--- config.mk ---
export PLATFORM = sky130hd
export DESIGN_NAME = zero_order_hold_resampler_top
export DESIGN_NICKNAME = d
export VERILOG_FILES = /design/src/rtl/zohr_pkg.sv /design/src/rtl/zohr_alu.sv /design/src/rtl/zero_order_hold_resampler_top.sv
export SDC_FILE = /design/constraint.sdc
export NUM_CORES = 1
export LEC_CHECK = 0
export ABC_AREA = 1
export BUFFER_PORTS_ARGS = -buffer_cell sky130_fd_sc_hd__buf_2
export CORE_ASPECT_RATIO = 1.2
export CORE_MARGIN = 2
export CORE_UTILIZATION = 40
export CTS_CLUSTER_DIAMETER = 40
export DETAILED_ROUTE_END_ITERATION = 8
export MAX_ROUTING_LAYER = met4
export RECOVER_POWER = 100
export SLEW_MARGIN = 30
export SYNTH_ARGS = -nofsm -noshare
export SYNTH_HDL_FRONTEND = slang
export SYNTH_HIERARCHICAL = 1
export SYNTH_SLANG_ARGS = --single-unit
export TNS_END_PERCENT = 100
--- constraint.sdc ---
create_clock -name clk -period 5.9 [get_ports clk]
set_input_delay 0.885 -clock clk [delete_from_list [all_inputs] [get_ports clk]]
set_output_delay 0.885 -clock clk [all_outputs]
set_load 0.05 [all_outputs]
--- src/rtl/zohr_pkg.sv ---
package zohr_pkg;

    localparam int unsigned SAMPLE_W   = 16;
    localparam int unsigned RATE_W     = 18;
    localparam int unsigned PHASE_W    = 19;
    localparam int unsigned COUNT_W    = 7;
    localparam int unsigned MAX_REPEAT = 64;
    localparam int unsigned CFG_IDX_W  = 2;

    localparam logic [RATE_W-1:0] FROM_RATE_RST = 18'd31440;
    localparam logic [RATE_W-1:0] TO_RATE_RST   = 18'd48000;

    typedef enum logic [CFG_IDX_W-1:0] {
        REG_FROM_RATE     = 2'd0,
        REG_TO_RATE       = 2'd1,
        REG_SOURCE_STEREO = 2'd2,
        REG_OUTPUT_STEREO = 2'd3
    } cfg_reg_t;

    typedef enum logic {
        OP_ADD = 1'b0,
        OP_SUB = 1'b1
    } alu_op_t;

endpackage

--- src/rtl/zohr_alu.sv ---
module zohr_alu (
    input  logic [zohr_pkg::PHASE_W-1:0] a,
    input  logic [zohr_pkg::PHASE_W-1:0] b,
    input  zohr_pkg::alu_op_t            op,
    output logic [zohr_pkg::PHASE_W-1:0] result,
    output logic                         borrow
);

    logic                         is_sub;
    logic [zohr_pkg::PHASE_W-1:0] b_op;
    logic [zohr_pkg::PHASE_W:0]   sum;

    assign is_sub = (op == zohr_pkg::OP_SUB);
    assign b_op   = is_sub ? ~b : b;
    // subtract as a + ~b + 1, carry out low means a < b
    assign sum    = {1'b0, a} + {1'b0, b_op} + {{zohr_pkg::PHASE_W{1'b0}}, is_sub};
    assign result = sum[zohr_pkg::PHASE_W-1:0];
    assign borrow = is_sub && !sum[zohr_pkg::PHASE_W];

endmodule

--- src/rtl/zero_order_hold_resampler_top.sv ---
// Zero-order-hold resampler: each source frame accepted on the s_ side yields zero to
// 64 output frames on the m_ side, the last of them flagged by m_tlast; a frame that
// yields none produces no transfer at all. One 19-bit adder/subtractor is shared under
// a small sequencer, which uses it in turn for the phase test and the phase advance;
// s_tready is high only while the sequencer is idle, so it stays low while an item is
// in progress. One output register sits on the m_ side, so a finished frame waits
// there while the block continues.
// Configuration writes are meant for idle periods only.
module zero_order_hold_resampler_top (
    input  logic                               clk,
    input  logic                               rst_n,
    input  logic                               s_tvalid,
    output logic                               s_tready,
    input  logic [31:0]                        s_tdata,   // in_left, in_right
    output logic                               m_tvalid,
    input  logic                               m_tready,
    output logic [31:0]                        m_tdata,   // out_left, out_right
    output logic                               m_tlast,
    input  logic                               cfg_we,
    input  logic [zohr_pkg::CFG_IDX_W-1:0]     cfg_index,
    input  logic [zohr_pkg::RATE_W-1:0]        cfg_data
);

    typedef enum logic [2:0] {
        ST_IDLE = 3'b001,
        ST_TEST = 3'b010,
        ST_EMIT = 3'b100
    } state_t;

    state_t                               state_reg, state_next;
    logic [zohr_pkg::PHASE_W-1:0]         phase_reg, phase_next;
    logic [zohr_pkg::COUNT_W-1:0]         count_reg, count_next;
    logic                                 pend_reg, pend_next;
    logic                                 out_valid_reg, out_valid_next;

    logic [zohr_pkg::RATE_W-1:0]          from_rate_reg;
    logic [zohr_pkg::RATE_W-1:0]          to_rate_reg;
    logic                                 source_stereo_reg;
    logic                                 output_stereo_reg;

    logic signed [zohr_pkg::SAMPLE_W-1:0] frame_left_reg;
    logic signed [zohr_pkg::SAMPLE_W-1:0] frame_right_reg;
    logic signed [zohr_pkg::SAMPLE_W-1:0] out_left_reg;
    logic signed [zohr_pkg::SAMPLE_W-1:0] out_right_reg;
    logic                                 out_last_reg;

    logic signed [zohr_pkg::SAMPLE_W-1:0] in_left;
    logic signed [zohr_pkg::SAMPLE_W-1:0] in_right;
    logic signed [zohr_pkg::SAMPLE_W:0]   mix_sum;
    logic signed [zohr_pkg::SAMPLE_W-1:0] map_left;
    logic signed [zohr_pkg::SAMPLE_W-1:0] map_right;

    zohr_pkg::alu_op_t                    alu_op;
    logic [zohr_pkg::PHASE_W-1:0]         alu_b;
    logic [zohr_pkg::PHASE_W-1:0]         alu_result;
    logic                                 alu_borrow;

    logic                                 in_xfer;
    logic                                 out_free;
    logic                                 go;
    logic                                 load_out;

    assign in_xfer  = s_tvalid && s_tready;
    assign s_tready = (state_reg == ST_IDLE);
    assign out_free = !out_valid_reg || m_tready;

    // channel mapping
    assign in_left   = s_tdata[15:0];
    assign in_right  = s_tdata[31:16];
    assign mix_sum   = {in_left[zohr_pkg::SAMPLE_W-1], in_left}
                     + {in_right[zohr_pkg::SAMPLE_W-1], in_right};
    assign map_left  = (source_stereo_reg && !output_stereo_reg)
                     ? mix_sum[zohr_pkg::SAMPLE_W:1] : in_left;
    assign map_right = !output_stereo_reg ? '0 : (source_stereo_reg ? in_right : in_left);

    // shared phase unit: subtract to test phase against to_rate, add to advance
    assign alu_op = (state_reg == ST_EMIT) ? zohr_pkg::OP_ADD : zohr_pkg::OP_SUB;
    assign alu_b  = (state_reg == ST_EMIT) ? {1'b0, from_rate_reg} : {1'b0, to_rate_reg};

    zohr_alu u_alu (
        .a      (phase_reg),
        .b      (alu_b),
        .op     (alu_op),
        .result (alu_result),
        .borrow (alu_borrow)
    );

    assign go       = alu_borrow && (count_reg < zohr_pkg::COUNT_W'(zohr_pkg::MAX_REPEAT));
    assign load_out = (state_reg == ST_TEST) && pend_reg && out_free;

    always_comb
    begin
        state_next = state_reg;
        phase_next = phase_reg;
        count_next = count_reg;
        pend_next  = pend_reg;
        case (state_reg)
            ST_IDLE:
            begin
                if (s_tvalid)
                begin
                    state_next = ST_TEST;
                    count_next = '0;
                    pend_next  = 1'b0;
                end
            end
            ST_TEST:
            begin
                if (!pend_reg || out_free)
                begin
                    pend_next = 1'b0;
                    if (go)
                    begin
                        state_next = ST_EMIT;
                    end
                    else
                    begin
                        // run capped with phase still low: clamp at zero
                        phase_next = alu_borrow ? '0 : alu_result;
                        state_next = ST_IDLE;
                    end
                end
            end
            ST_EMIT:
            begin
                phase_next = alu_result;
                count_next = count_reg + zohr_pkg::COUNT_W'(1);
                pend_next  = 1'b1;
                state_next = ST_TEST;
            end
            default:
            begin
                state_next = ST_IDLE;
            end
        endcase
    end

    always_comb
    begin
        out_valid_next = out_valid_reg;
        if (load_out)
        begin
            out_valid_next = 1'b1;
        end
        else if (m_tready)
        begin
            out_valid_next = 1'b0;
        end
    end

    always_ff @(posedge clk or negedge rst_n)
    begin
        if (!rst_n)
        begin
            state_reg     <= ST_IDLE;
            phase_reg     <= '0;
            count_reg     <= '0;
            pend_reg      <= 1'b0;
            out_valid_reg <= 1'b0;
        end
        else
        begin
            state_reg     <= state_next;
            phase_reg     <= phase_next;
            count_reg     <= count_next;
            pend_reg      <= pend_next;
            out_valid_reg <= out_valid_next;
        end
    end

    // configuration registers
    always_ff @(posedge clk or negedge rst_n)
    begin
        if (!rst_n)
        begin
            from_rate_reg     <= zohr_pkg::FROM_RATE_RST;
            to_rate_reg       <= zohr_pkg::TO_RATE_RST;
            source_stereo_reg <= 1'b1;
            output_stereo_reg <= 1'b1;
        end
        else if (cfg_we)
        begin
            case (zohr_pkg::cfg_reg_t'(cfg_index))
                zohr_pkg::REG_FROM_RATE:     from_rate_reg     <= cfg_data;
                zohr_pkg::REG_TO_RATE:       to_rate_reg       <= cfg_data;
                zohr_pkg::REG_SOURCE_STEREO: source_stereo_reg <= cfg_data[0];
                zohr_pkg::REG_OUTPUT_STEREO: output_stereo_reg <= cfg_data[0];
                default:                     ;
            endcase
        end
    end

    // payload
    always_ff @(posedge clk)
    begin
        if (in_xfer)
        begin
            frame_left_reg  <= map_left;
            frame_right_reg <= map_right;
        end
        if (load_out)
        begin
            out_left_reg  <= frame_left_reg;
            out_right_reg <= frame_right_reg;
            out_last_reg  <= !go;
        end
    end

    assign m_tvalid = out_valid_reg;
    assign m_tdata  = {out_right_reg, out_left_reg};
    assign m_tlast  = out_last_reg;

endmodule

==> metrics, run 1 <==
max-cap viol count 2; fin cells 1305; Root Buffer clkbuf_16; clock tree buffer depth 2; Pint 2270 uW; Worst setup SP type primary input; Comb pwr share 37.3%; final hold vios 0; row count 55; Post-Synth Adder-Cell Area 6.04%; most common cell after layout, fill and taps aside nand2_1; share of layout cells above drive strength 1 12.0%; Critical Path RT 5580 ps; Synth area leader edfxtp_1; main combinational cell family by area after synthesis simple AND/OR/NAND/NOR gates; routability-driven placement congestion ratio 0.920; final WL 17400 um; Reg power frac 35.0%; DP HPWL 12600 um; die width 131 um; first-pass GRT wire length between 20000 and 30000 um; Hold Buf Count CTS 0; CTS Buf Count 17; Ys Warns 6; violations in the final reports max-capacitance violations, max-slew violations; CTS tree done; Post-Syn Area a little under 0.008 mm^2; Synth-to-Final Area Change 14.9%; worst-path fanout max about 70; Setup Crit Path Kind in -> async; initial antenna violation count 1; Clk Latency, worst-skew pair about 430 ps; Area contributors post-synth edfxtp_1 25%, dfrtp_1 17%, nand2_1 15%, inv_1 6.2%, dfstp_2 6.1%; WP buf/inv 2; sequential area share after synthesis 48.0%; relative slew slack -148%; final net count 1127; Reg2Reg Capture Point phase_reg[13]; Clk network pwr share around 28%; Leak 0.00431 uW; Peak VDD IR 0.216 mV; full die area 0.0204 mm^2; DR WL/cell 13.3 um; slowest stage delay, CP 2610 ps; Via Count 6214; vias per cell 4.76; H-tree levels 4; Largest register FFs 19; status complete, but fails checks; Initial DRT Pass Iterations 5; Tmin final 3940 ps; Initial DRC Count 313; Slew Viols, Final 70; commonest cells after routing, fill and taps aside 303 x nand2_1, 128 x inv_1, 77 x o21ai_0; post-route setup slack 1960 ps; Setup Skew 8.53 ps; port buffer count between 90 and 100; Hold Path Depth 0; worst-path cell chain buf_2, clkbuf_1; Setup TNS 0 ps; clock sink count 134; Hold Slack about 420 ps; setup repair bufs after CTS 0; RSZ-0062 raised after global routing no; post-synthesis register bit count 134; Detail Route Antenna Nets 0; io pins between 90 and 100; CP Capture Type asynchronous set/reset pin; Reg2Reg Depth 20; Power, Total about 3700 uW; Synthesized Nets 1034; Final period util roughly two thirds; Core ar. about 0.019 mm^2; Reg clk slew, reported paths 60 ps; slowest cell on the critical path clkbuf_1; post-synthesis xor/xnor area fraction 3.75%; hold path endpoint out_right_reg[9]; number of synthesized flops with an enable pin 65; largest net degree at the start of global routing 70; placed instance count 1270; vias in the first global route 6212; total track usage 18.9%; post-synthesis simple-gate area fraction 25.2%; Initial Utilization 40.9%; switching part of the total power 39.0%; total gr overflow 0; worst hold start frame_right_reg[9]; synthesized area per cell 8.20 um^2; crit path DAT 3620 ps; ys flop type edfxtp_1; fmax 254 MHz; DRC 0; Net Switching 1450 uW; Critical R2R Launch state_reg[0]; mux contribution to synthesized area 0.130%; Async S/R FF share, synth between 50% and 60%; worst-margin pin slew 3730 ps; dpl ws 2050 ps; area fraction of the dominant cell type after synthesis about a quarter; post-CTS resize count 0; fill count 1926; Pwr Density 420 mW/mm^2; Synth Area in Compound Gates 8.73%; Crit path max-delay family buffers and inverters; worst min path class reg -> reg; die height between 150 and 200 um; Cells after Synth ~940; unique cell type count in the Yosys netlist 40; reg-to-reg slack, setup 1990 ps; Setup Viol. Count Final 0
-- power by group through the flow --
stage	registers (uW)	clock network, uW	logic [uW]
2_1_floorplan	1310	0	1120
3_3_place_gp	1320	0	1400
3_5_place_dp	1320	0	1430
4_1_cts	1310	1060	1440
5_1_grt	1320	1100	1590
6_report	1300	1030	1390
-- worst max-delay path by stage --
stage | from | to | slack (ps) | depth (start not counted)
2_1_floorplan | state_reg[0] | phase_reg[4] | 2500 | 19
3_3_place_gp | state_reg[0] | phase_reg[14] | 1950 | 19
3_5_place_dp | state_reg[0] | phase_reg[3] | 2050 | 20
4_1_cts | state_reg[0] | phase_reg[18] | 2020 | 20
5_1_grt | rst_n | pend_reg | 1070 | 2
6_report | rst_n | count_reg[2] | 1960 | 2
-- stage by stage --
stage | utilization [%] | cell area, um^2
2_1_floorplan | - | 7710
3_3_place_gp | 44.5 | 8400
3_5_place_dp | 44.8 | 8460
4_1_cts | 47.9 | 9020
5_1_grt | 47.0 | 8860
6_report | 47.0 | 8860
-- logic make-up (layout without fill, tap and decap cells) --
kind of cell    Yosys count  count (layout)
mux                       1               1
buf+inv                 153             259
fa+ha+maj                36              36
simple gates            459             459
xor+xnor                 33              33
flops                   134             134
compound gates          124             124
other cells               1               3
-- per-layer routing --
layer  up-vias  global-route usage (%)  share of wire (%)
met5         -                       -                  0
met4         0                    5.57                1.5
met3        20                    4.08                4.3
met2       131                    32.9                 52
met1      2868                    21.8                 42
li1       3195                       -                  -
-- synth_stat cells (2+ instances only) --
cell type / n
buf_2: 3
o21ai_0: 74
inv_2: 2
nor3_1: 7
nor2_1: 69
nand3_2: 13
or2_2: 2
dfrtp_1: 51
nand3b_1: 4
nand3_1: 49
nand2_1: 302
o22ai_1: 2
a21oi_1: 32
xor2_1: 29
buf_4: 3
dfstp_2: 18
ha_1: 34
inv_1: 127
clkbuf_1: 12
o21ai_2: 11
edfxtp_1: 65
nand2_2: 6
clkbuf_2: 2
o21ai_1: 2
and2_1: 3
fa_1: 2
xnor2_1: 4
-- final cells by class --
type / instances / area [um^2] / share of cell area, %
diodes: 2 / 5.00 / 0.0565
clock inverters: 14 / 139 / 1.57
flip-flops and latches: 134 / 3700 / 41.8
repair buffers: 98 / 464 / 5.24
inverters: 129 / 484 / 5.46
well taps: 256 / 320 / 3.61
clock buffers: 18 / 429 / 4.84
multi-input cells: 654 / 3320 / 37.5
(Power assumes the default switching activity.)
==> run 2, diff against run 1 <==
==> constraint.sdc (replaced) <==
create_clock -name clk -period 3.48 [get_ports clk]
set_input_delay 0.522 -clock clk [delete_from_list [all_inputs] [get_ports clk]]
set_output_delay 0.522 -clock clk [all_outputs]
set_load 0.05 [all_outputs]
==> run 2 against run 1 <==
The flow still finishes with violations (max-capacitance violations, max-slew violations). Largest cell class unchanged. Sequential power increased by 71%. Wire length increased by 5.6%. Worst setup slack got worse by 1600 ps. Sequential cell count unchanged.
==> metrics, run 2 (same netlist as run 1, synthesis figures left out) <==
switching part of the total power 37.7% (-1.3 points); slowest stage delay, CP 540 ps (-2070 ps); CTS Buf Count 17 (unchanged); clock sink count 134 (unchanged); Core ar. 0.0189 mm^2 (unchanged); final hold vios 0 (unchanged); Pwr Density 737 mW/mm^2 (+76%); Tmin final a little over 3000 ps; worst-path cell chain inv_1, nand3_2, inv_2, nand2_1, nand2_1, xor2_1, ha_1, a21oi_1, nor2_1, o21ai_1, nand3_1, a21oi_2, nand2_1, nand2_1, a21oi_4, buf_4, nand3_1, o21ai_0; final net count 1163 (+3.2%); worst-margin pin slew 2200 ps (-1520 ps); Hold Path Depth 3 (+3); Initial DRT Pass Iterations 5 (unchanged); Largest register FFs 19 (unchanged); H-tree levels 4 (unchanged); row count 55 (unchanged); fill count 1859 (-3.5%); clock tree buffer depth 2 (unchanged); Root Buffer clkbuf_16; relative slew slack -46.8% (+100 points); CP Capture Type register; post-route cell area 0.00922 mm^2 (+4.0%); slowest cell on the critical path dfstp_2; Via Count 6372 (+2.5%); largest net degree at the start of global routing 40 (-43%); port buffer count 91 (unchanged); vias in the first global route 6256 (+0.71%); CP dominant cell by count nand2_1; status complete, but fails checks; CTS tree done; DR WL/cell 13.7 um (+2.9%); worst min path class in -> reg; placed instance count 1303 (+2.6%); share of layout cells above drive strength 1 15.2% (+3.2 points); fin cells 1339 (+2.6%); dpl ws 14.3 ps (-2040 ps); Net Switching 2560 uW (+77%); Pint 4240 uW (+87%); Leak 0.00450 uW (+4.5%); Reg2Reg Depth 18 (-10%); first-pass GRT wire length 30500 um (+3.3%); Setup Viol. Count Final 0 (unchanged); Worst setup SP type register; Hold Buf Count CTS 0 (unchanged); Comb pwr share 40.2% (+2.9 points); Reg power frac 32.6% (-2.4 points); DP HPWL 13700 um (+8.2%); most common cell after layout, fill and taps aside nand2_1; io pins 92 (unchanged); worst-path fanout max 17 (-75%); routability-driven placement congestion ratio 0.931 (+1.2%); Detail Route Antenna Nets 0 (unchanged); commonest cells after routing, fill and taps aside 303 x nand2_1, 128 x inv_1, 75 x o21ai_0; full die area 0.0204 mm^2 (unchanged); Setup Crit Path Kind reg -> reg; initial antenna violation count 0 (-1); die width 131 um (unchanged); fmax 321 MHz; Peak VDD IR 0.389 mV (+80%); Setup Skew 6.29 ps (-2.24 ps); Clk Latency, worst-skew pair 420 ps (about the same); crit path DAT 3410 ps (-210 ps); total gr overflow 0 (unchanged); post-route setup slack 368 ps (-1590 ps); DRC 0 (unchanged); Clk network pwr share 27.2% (-0.5 points); die height 156 um (unchanged); Synth-to-Final Area Change 19.5%; post-layout util 48.9% (+1.9 points); Initial DRC Count 363 (+16%); Initial Utilization 40.9% (unchanged); total track usage 19.8% (+0.88 points); Reg clk slew, reported paths 60 ps (about the same); violations in the final reports max-capacitance violations, max-slew violations; Final period util 89.4%; Critical Path RT 3770 ps (-1810 ps); Power, Total 6800 uW (+83%); DP Area 0.00869 mm^2 (+2.8%); max-cap viol count 3 (+1); Slew Viols, Final 77 (+10%); RSZ-0062 raised after global routing no; final WL 18400 um (+5.6%); vias per cell 4.76 (about the same)
-- run 2: worst max-delay path, delay by kind of cell (launching register included) --
kind | cells | cell delay [ps]
and+or+nand+nor | 8 | 780
AOI/OAI and AO/OA | 5 | 770
DFF | 1 | 540
buffers and inverters | 3 | 420
adders and majority gates | 1 | 340
xor gates and xnor gates | 1 | 140
-- run 2: metal layers --
metal / wire length, um / GRT usage (%)
met5: 0 / -
met4: 378 / 6.69
met3: 747 / 4.08
met2: 9430 / 34.3
met1: 7840 / 22.8
-- run 2: timing repair --
item	CTS	global route
setup buffers	0	4
endpoints found under the setup margin	0	19
gates resized for setup	0	4
hold endpoints to repair	0	0
-- run 2: worst paths after layout --
path / start / end / slack [ps]
max in group asynchronous: rst_n / m_tvalid / 970
worst min-delay path: cfg_data[15] / to_rate_reg[15] / 340
worst max register to register: state_reg[0] / phase_reg[0] / 370
worst min register to register: frame_left_reg[12] / out_left_reg[12] / 420
worst max-delay path: state_reg[0] / phase_reg[0] / 370
min in group asynchronous: rst_n / phase_reg[3] / 760
-- run 2: final cells by class --
cell class	count	area [um^2]	share of cell area, %
sequential	134	3700	40.2
clock buffer	17	425	4.62
tap	256	320	3.48
antenna	1	2.50	0.0272
timing repair buffer	134	756	8.20
multi-input combinational	654	3350	36.3
inverter	129	484	5.25
clock inverter	14	176	1.91
-- run 2: metrics by stage --
step | setup TNS [ps] | hold slack (ps)
after floorplan | 0 | 226
after global placement | -2140 | 401
after detailed placement | 0 | 405
after CTS | 0 | 275
after global routing | 0 | 338
final | 0 | 339
-- run 2: power groups by stage --
stage / Sequential (uW) / Clock [uW] / Combinational [uW]
floorplan: 2210 / 0 / 1900
finish: 2220 / 1850 / 2730
global route: 2260 / 1970 / 3080
CTS: 2220 / 1890 / 2750
global placement: 2250 / 0 / 2690
detailed placement: 2250 / 0 / 2740
